<file path="config.mk">
export PLATFORM = sky130hd
export DESIGN_NAME = epoch_seconds_to_calendar_top
export DESIGN_NICKNAME = d
export VERILOG_FILES = /design/src/hw/rtl/esc_pkg.sv /design/src/hw/rtl/epoch_seconds_to_calendar_top.sv
export SDC_FILE = /design/constraint.sdc
export NUM_CORES = 1
export LEC_CHECK = 0
export BUFFER_PORTS_ARGS = -buffer_cell sky130_fd_sc_hd__buf_4
export CORE_MARGIN = 3
export CORE_UTILIZATION = 40
export CTS_BUF_LIST = sky130_fd_sc_hd__clkbuf_16
export CTS_CLUSTER_DIAMETER = 150
export DETAILED_ROUTE_END_ITERATION = 6
export PLACE_DENSITY = 0.62
export SYNTH_ARGS = -nofsm -noshare
export SYNTH_HDL_FRONTEND = slang
export SYNTH_SLANG_ARGS = --single-unit
</file>
<file path="constraint.sdc">
create_clock -name clk -period 7.3 [get_ports clk]
set_clock_uncertainty 0.15 [all_clocks]
set_input_delay 0.73 -clock clk [delete_from_list [all_inputs] [get_ports clk]]
set_output_delay 0.73 -clock clk [all_outputs]
set_load 0.05 [all_outputs]
</file>
<file path="src/hw/rtl/esc_pkg.sv">
// Shared constants and calendar helpers for the epoch-to-calendar converter.
package esc_pkg;

  localparam int EpochW   = 31;
  localparam int OffsetW  = 17;
  localparam int TotalW   = 32;
  localparam int DaysW    = 15;
  localparam int YearW    = 11;
  localparam int MonthW   = 4;
  localparam int DayW     = 5;
  localparam int HourW    = 5;
  localparam int MinuteW  = 6;
  localparam int SecondW  = 6;
  localparam int CountW   = 4;

  localparam logic [TotalW-1:0] DAY_SECS  = 32'd86400;
  localparam logic [TotalW-1:0] HOUR_SECS = 32'd3600;
  localparam logic [TotalW-1:0] MIN_SECS  = 32'd60;
  // One non-leap year of seconds, so the count starts at 1969-01-01.
  localparam logic [TotalW-1:0] BIAS_SECS = 32'd31536000;

  localparam logic [YearW-1:0]  BASE_YEAR   = 11'd1969;
  localparam logic [6:0]        BASE_MOD100 = 7'd69;
  localparam logic [8:0]        BASE_MOD400 = 9'd369;

  localparam logic [CountW-1:0] DAY_QBITS_TOP  = 4'd14;
  localparam logic [CountW-1:0] HOUR_QBITS_TOP = 4'd4;
  localparam logic [CountW-1:0] MIN_QBITS_TOP  = 4'd5;
  localparam logic [MonthW-1:0] LAST_MONTH     = 4'd11;
  localparam logic [MonthW-1:0] FEB            = 4'd1;

  localparam logic [OffsetW-1:0] ZONE_RESET = 17'd28800;

  // Days in a month, counted from zero for January.
  function automatic logic [DayW-1:0] month_len(input logic [MonthW-1:0] mon,
                                                input logic leap);
    logic [DayW-1:0] len;
    case (mon)
      4'd0, 4'd2, 4'd4, 4'd6, 4'd7, 4'd9, 4'd11: len = 5'd31;
      4'd3, 4'd5, 4'd8, 4'd10:                   len = 5'd30;
      FEB:                                       len = leap ? 5'd29 : 5'd28;
      default:                                   len = 5'd31;
    endcase
    return len;
  endfunction

endpackage

</file>
<file path="src/hw/rtl/epoch_seconds_to_calendar_top.sv">
// Epoch seconds to local calendar date and time, iterative converter.
//
// Input channel in_valid/in_ready carries one word: in_epoch_seconds, the
// seconds since 1970-01-01 00:00:00 UTC. The block adds the signed zone
// offset in cfg_wr_data (written with cfg_wr_en, reset value +8 hours) and
// returns one word on out_valid/out_ready: year, month, day, hour, minute
// and second of local time.
// One 33-bit subtractor is shared by every step: restoring division by
// 86400 for the day count, then the years stripped off one at a time,
// then the months one at a time, then restoring division by 3600 for the
// hour and by 60 for the minute. in_ready is low while an item is being
// converted. The finished word sits in an output register, so in_ready
// returns once it is loaded even if the receiver still stalls; a word
// that finishes while the previous one is unclaimed waits for it.
// Reset (synchronous, rst_n low) empties the output and restores the offset.
module epoch_seconds_to_calendar_top (
  input  logic                                clk,
  input  logic                                rst_n,
  input  logic                                in_valid,
  output logic                                in_ready,
  input  logic [esc_pkg::EpochW-1:0]          in_epoch_seconds,
  input  logic                                cfg_wr_en,
  input  logic signed [esc_pkg::OffsetW-1:0]  cfg_wr_data,
  output logic                                out_valid,
  input  logic                                out_ready,
  output logic [esc_pkg::YearW-1:0]           out_year,
  output logic [esc_pkg::MonthW-1:0]          out_month_of_year,
  output logic [esc_pkg::DayW-1:0]            out_day_of_month,
  output logic [esc_pkg::HourW-1:0]           out_hour_of_day,
  output logic [esc_pkg::MinuteW-1:0]         out_minute_of_hour,
  output logic [esc_pkg::SecondW-1:0]         out_second_of_minute
);

  typedef enum logic [2:0] {
    S_IDLE, S_DAY, S_YEAR, S_MONTH, S_HOUR, S_MIN, S_FINISH
  } state_t;

  state_t                         state_r;
  logic [esc_pkg::OffsetW-1:0]    zone_r;
  logic [esc_pkg::TotalW-1:0]     rem_r;
  logic [esc_pkg::DaysW-1:0]      days_r;
  logic [esc_pkg::CountW-1:0]     cnt_r;
  logic [esc_pkg::YearW-1:0]      year_r;
  logic [6:0]                     ymod100_r;
  logic [8:0]                     ymod400_r;
  logic [esc_pkg::MonthW-1:0]     mon_r;
  logic [esc_pkg::HourW-1:0]      hour_r;
  logic [esc_pkg::MinuteW-1:0]    min_r;

  logic                           out_valid_r;
  logic [esc_pkg::YearW-1:0]      out_year_r;
  logic [esc_pkg::MonthW-1:0]     out_month_r;
  logic [esc_pkg::DayW-1:0]       out_day_r;
  logic [esc_pkg::HourW-1:0]      out_hour_r;
  logic [esc_pkg::MinuteW-1:0]    out_min_r;
  logic [esc_pkg::SecondW-1:0]    out_sec_r;

  logic [esc_pkg::TotalW-1:0]     sub_a;
  logic [esc_pkg::TotalW-1:0]     sub_b;
  logic [esc_pkg::TotalW:0]       diff;
  logic                           fits;
  logic                           leap;
  logic [esc_pkg::TotalW-1:0]     total;
  logic                           in_fire;

  assign in_ready = (state_r == S_IDLE);
  assign in_fire  = in_valid && in_ready;

  // Offset is sign-extended; the bias keeps the local count positive.
  assign total = {1'b0, in_epoch_seconds}
               + {{(esc_pkg::TotalW-esc_pkg::OffsetW){zone_r[esc_pkg::OffsetW-1]}}, zone_r}
               + esc_pkg::BIAS_SECS;

  assign leap = (year_r[1:0] == 2'd0) && ((ymod100_r != 7'd0) || (ymod400_r == 9'd0));

  // The shared subtract-and-compare unit.
  always_comb begin
    sub_a = rem_r;
    sub_b = '0;
    case (state_r)
      S_DAY:   sub_b = esc_pkg::DAY_SECS << cnt_r;
      S_YEAR: begin
        sub_a = {{(esc_pkg::TotalW-esc_pkg::DaysW){1'b0}}, days_r};
        sub_b = leap ? 32'd366 : 32'd365;
      end
      S_MONTH: begin
        sub_a = {{(esc_pkg::TotalW-esc_pkg::DaysW){1'b0}}, days_r};
        sub_b = {{(esc_pkg::TotalW-esc_pkg::DayW){1'b0}}, esc_pkg::month_len(mon_r, leap)};
      end
      S_HOUR:  sub_b = esc_pkg::HOUR_SECS << cnt_r;
      S_MIN:   sub_b = esc_pkg::MIN_SECS << cnt_r;
      default: sub_b = '0;
    endcase
    diff = {1'b0, sub_a} - {1'b0, sub_b};
    fits = !diff[esc_pkg::TotalW];
  end

  always_ff @(posedge clk) begin
    if (!rst_n) begin
      state_r     <= S_IDLE;
      out_valid_r <= 1'b0;
      zone_r      <= esc_pkg::ZONE_RESET;
    end else begin
      if (cfg_wr_en) begin
        zone_r <= cfg_wr_data;
      end
      // In S_FINISH a new word may replace the one being taken.
      if (out_valid_r && out_ready && (state_r != S_FINISH)) begin
        out_valid_r <= 1'b0;
      end
      case (state_r)
        S_IDLE: begin
          if (in_fire) begin
            rem_r     <= total;
            days_r    <= '0;
            cnt_r     <= esc_pkg::DAY_QBITS_TOP;
            year_r    <= esc_pkg::BASE_YEAR;
            ymod100_r <= esc_pkg::BASE_MOD100;
            ymod400_r <= esc_pkg::BASE_MOD400;
            mon_r     <= '0;
            hour_r    <= '0;
            min_r     <= '0;
            state_r   <= S_DAY;
          end
        end
        S_DAY: begin
          if (fits) begin
            rem_r         <= diff[esc_pkg::TotalW-1:0];
            days_r[cnt_r] <= 1'b1;
          end
          if (cnt_r == '0) begin
            state_r <= S_YEAR;
          end else begin
            cnt_r <= cnt_r - 1'b1;
          end
        end
        S_YEAR: begin
          if (fits) begin
            days_r    <= diff[esc_pkg::DaysW-1:0];
            year_r    <= year_r + 1'b1;
            ymod100_r <= (ymod100_r == 7'd99)  ? 7'd0 : ymod100_r + 1'b1;
            ymod400_r <= (ymod400_r == 9'd399) ? 9'd0 : ymod400_r + 1'b1;
          end else begin
            state_r <= S_MONTH;
          end
        end
        S_MONTH: begin
          // December takes whatever is left without a test.
          if (fits && (mon_r != esc_pkg::LAST_MONTH)) begin
            days_r <= diff[esc_pkg::DaysW-1:0];
            mon_r  <= mon_r + 1'b1;
          end else begin
            cnt_r   <= esc_pkg::HOUR_QBITS_TOP;
            state_r <= S_HOUR;
          end
        end
        S_HOUR: begin
          if (fits) begin
            rem_r              <= diff[esc_pkg::TotalW-1:0];
            hour_r[cnt_r[2:0]] <= 1'b1;
          end
          if (cnt_r == '0) begin
            cnt_r   <= esc_pkg::MIN_QBITS_TOP;
            state_r <= S_MIN;
          end else begin
            cnt_r <= cnt_r - 1'b1;
          end
        end
        S_MIN: begin
          if (fits) begin
            rem_r             <= diff[esc_pkg::TotalW-1:0];
            min_r[cnt_r[2:0]] <= 1'b1;
          end
          if (cnt_r == '0) begin
            state_r <= S_FINISH;
          end else begin
            cnt_r <= cnt_r - 1'b1;
          end
        end
        S_FINISH: begin
          if (!out_valid_r || out_ready) begin
            out_valid_r <= 1'b1;
            out_year_r  <= year_r;
            out_month_r <= mon_r + 1'b1;
            out_day_r   <= days_r[esc_pkg::DayW-1:0] + 1'b1;
            out_hour_r  <= hour_r;
            out_min_r   <= min_r;
            out_sec_r   <= rem_r[esc_pkg::SecondW-1:0];
            state_r     <= S_IDLE;
          end
        end
        default: state_r <= S_IDLE;
      endcase
    end
  end

  assign out_valid            = out_valid_r;
  assign out_year             = out_year_r;
  assign out_month_of_year    = out_month_r;
  assign out_day_of_month     = out_day_r;
  assign out_hour_of_day      = out_hour_r;
  assign out_minute_of_hour   = out_min_r;
  assign out_second_of_minute = out_sec_r;

endmodule

</file>
==> qor.yml <==
yosys:
  synthArstFlopShare_pct: 0
  synth-edff-count: 130
  synth_simple_gate_area_share_pct: 18.7
  synth-warning-count: 0
  synthesis.area_um2: 11300
  synthXorXnorAreaFrac_pct: 5.45
  predominant_post_synthesis_flop_cell: "edfxtp_1"
  post_synthesis_sequential_element_count: 151
  synth_top_family_by_area: "compound AO/OA/AOI/OAI gates"
  synth_mux_area_share_pct: 1.51
  synth_seq_area_share_pct: 38.4
  post_synth_num_cell_types: 70
  avgSynthCellArea_um2: 8.85
  synth_compound_area_share_pct: 19.4
  synth_nets: 1435
  synth_cells: 1272
  yosys.area_share.adder_pct: 12.4
clock_network:
  post-cts-setup-buffers: 0
  htree_levels: 4
  cts.hold.buffers_added: 0
  cts-root-to-sink-buffers: 2
  cts_tree: "yes"
  cts_resized: 0
  sink_count: 151
  cts_made_buffers: 17
  clock_tree.root_cell: "clkbuf_16"
  worst_skew_pair.late_latency_ns: 0.44
  clkSlewWorstSetupHoldPaths_ns: 0.07
pwr:
  leakagePower_nw: 5.18
  power-per-cell-area_nw_per_um2: 280
  total_power_mw: 3.61
  power.ir.vdd_worst_uv: 168
global_route:
  antenna_found_initial: 1
  number_of_global_route_vias_before_repair: 9140
  grt_util_all_layers_pct: 20.0
  remaining_global_route_overflow: 0
  first_pass_grt_wire_length_mm: 49.0
  grt_max_degree: 41
critical_path:
  rrSetupSlack_ns: 1.26
  critical_path_peak_fanout: 40
  start_kind: "flip-flop"
  critPathRequiredTime_ns: 7.21
  path_class: "flip-flop to flip-flop"
  timing.critical_path.arrival_ns: 5.95
  timing.critical_path.to_type: "flip-flop"
routing:
  drt_drc_violations_left: 0
  wirelength_mm: 30.6
  drt_first_pass_iters: 6
  drt_antenna_net_count: 0
  routed_wire_length_per_instance_um: 17.7
  initialDrtViolationCount: 888
  vias: 9671
  post_drt_via_cell_ratio: 5.61
timing:
  slew_headroom_pct: 19.5
  period_minus_slack_ns: 6.04
  max_freq_mhz: 166
  setup_violations: 0
  fin_hold_ws_ns: 0.317
  final-hold-violation-count: 0
  period_share_pct: 82.7
  worst-slew-pin-transition_ns: 1.18
  rsz0062_at_grt: "false"
  timing.setup.tns_ns: 0
  timing.final.max_slew_violations: 0
cells_and_area:
  multi_input_comb_area_um2: 6500
  mostFrequentLayoutCell: "nand2_1"
  filler_cell_count: 2726
  area_growth_pct: 14.5
  nets: 1502
  register_area_um2: 4320
  drive_above_1_share_pct: 11.6
  final_area_um2: 12900
  insertedDiodeCount: 0
  most-common-layout-cells: "nand2_1 (153), edfxtp_1 (130), nor2_1 (122), ha_1 (108)"
place:
  place.detailed.hpwl_mm: 22.4
  io_buffers: 91
  gpl.final_weighted_congestion: 0.938
  postPlaceCellArea_um2: 12300
run_status:
  run_status: "finished, final reports clean"
floorplan:
  dieWidth_um: 174
  placement_rows: 60
  top_level_ports: 92
  core_um2: 27300
  die_height_um: 174
  floorplan.die_area_um2: 30200
  initial_core_util_pct: 41.2
worst_hold_path:
  hp-class: "flip-flop to flip-flop"
run:
  maximum_capacitance_violations: 0
==> cell usage after synthesis (3+ instances only) <==
cell type / number / area [um^2]
and4_1: 4 / 35.0
nor2_1: 123 / 462
o41ai_1: 3 / 26.3
o211ai_1: 18 / 135
a211o_1: 4 / 35.0
a41oi_1: 4 / 35.0
o21a_1: 10 / 75.1
edfxtp_1: 130 / 3900
and3_1: 19 / 119
a21boi_0: 3 / 22.5
a311o_1: 4 / 40.0
nor4_1: 5 / 31.3
o31ai_1: 3 / 22.5
o21ai_0: 74 / 370
a32oi_1: 4 / 35.0
buf_1: 8 / 30.0
nor2b_1: 43 / 269
o21bai_1: 10 / 75.1
and2_1: 7 / 43.8
o31a_1: 3 / 26.3
nand2b_1: 9 / 56.3
a31oi_1: 17 / 106
nand3_1: 51 / 255
a221oi_1: 3 / 26.3
nand4_1: 5 / 31.3
mux2i_1: 17 / 170
a21o_1: 27 / 203
xnor2_1: 38 / 333
o22ai_1: 19 / 119
ha_1: 108 / 1350
nor3_1: 23 / 115
a211oi_1: 7 / 52.6
nand3b_1: 3 / 22.5
nand2_1: 153 / 574
a21oi_1: 106 / 531
dfxtp_1: 21 / 420
clkbuf_1: 47 / 176
or2_2: 7 / 43.8
xor2_1: 32 / 280
inv_1: 63 / 236
==> registers in the layout (all words and copies together) (netlist names) <==
name and flops:
ymod100_r 7, out_second_of_minute 6, zone_r 17, out_day_of_month 5
out_month_of_year 4, rem_r 32, out_year 11, ymod400_r 9
year_r 11, out_minute_of_hour 6, days_r 15, mon_r 4
out_hour_of_day 5, out_valid 1, hour_r 5, state_r 3
min_r 6, cnt_r 4
==> routing by layer <==
metal / wire [um] / GRT usage (%)
met1: 13900 / 26.7
met2: 14600 / 33.9
met3: 1510 / 3.35
met4: 535 / 4.93
met5: 13 / 0
==> per-stage QoR <==
| stage | utilization (%) | worst slack (ns) | std cells |
|---|---|---|---|
| 6_report | 47.1 | 1.26 | 1724 |
| 5_1_grt | 47.1 | 0.845 | 1724 |
| 4_1_cts | 47.1 | 1.35 | 1724 |
| 3_5_place_dp | 45.1 | 1.39 | 1692 |
| 3_3_place_gp | 45.1 | 1.53 | 1692 |
| 2_1_floorplan | - | 1.21 | 1272 |
==> area by class of cell <==
type,count,area share (%)
Clock buffer,17,3.30
Clock inverter,15,1.09
Sequential cell,151,33.6
Inverter,64,1.86
Tap cell,372,3.61
Timing Repair Buffer,105,6.12
Multi-Input combinational cell,1000,50.5
==> cells by family (layout without fill, tap and decap cells) <==
logic type	Yosys count	after routing
compound gates	345	345
flops	151	151
fa+ha+maj	110	110
simple gates	458	458
xor+xnor	70	70
buf+inv	121	201
mux	17	17
==> power breakdown <==
part	switching [mW]	internal [mW]
combinational	0.986	0.584
clock	0.399	0.477
sequential	0.0572	1.10
==> worst paths after layout <==
path | from | endpoint | cells past startpoint
worst max-delay path | state_r[1] | days_r[12] | 15
worst min-delay path | rem_r[5] | out_second_of_minute[5] | 0
worst max register to register | state_r[1] | days_r[12] | 15
worst min register to register | rem_r[5] | out_second_of_minute[5] | 0
==> worst max-delay path, cell delays in order, from the launching register on <==
cell and delay (ns):
dfxtp_1 0.96, nor2b_2 0.31, buf_4 0.44, mux2i_1 0.25, ha_1 0.18, inv_1 0.06, fa_1 0.43, a211oi_1 0.27
nor2_1 0.11, o311ai_1 0.62, a31oi_2 0.29, nand3_1 0.15, o211ai_1 0.13, a21oi_2 0.57, o21ai_0 0.18, and3_1 0.53
(Power assumes the default switching activity.)
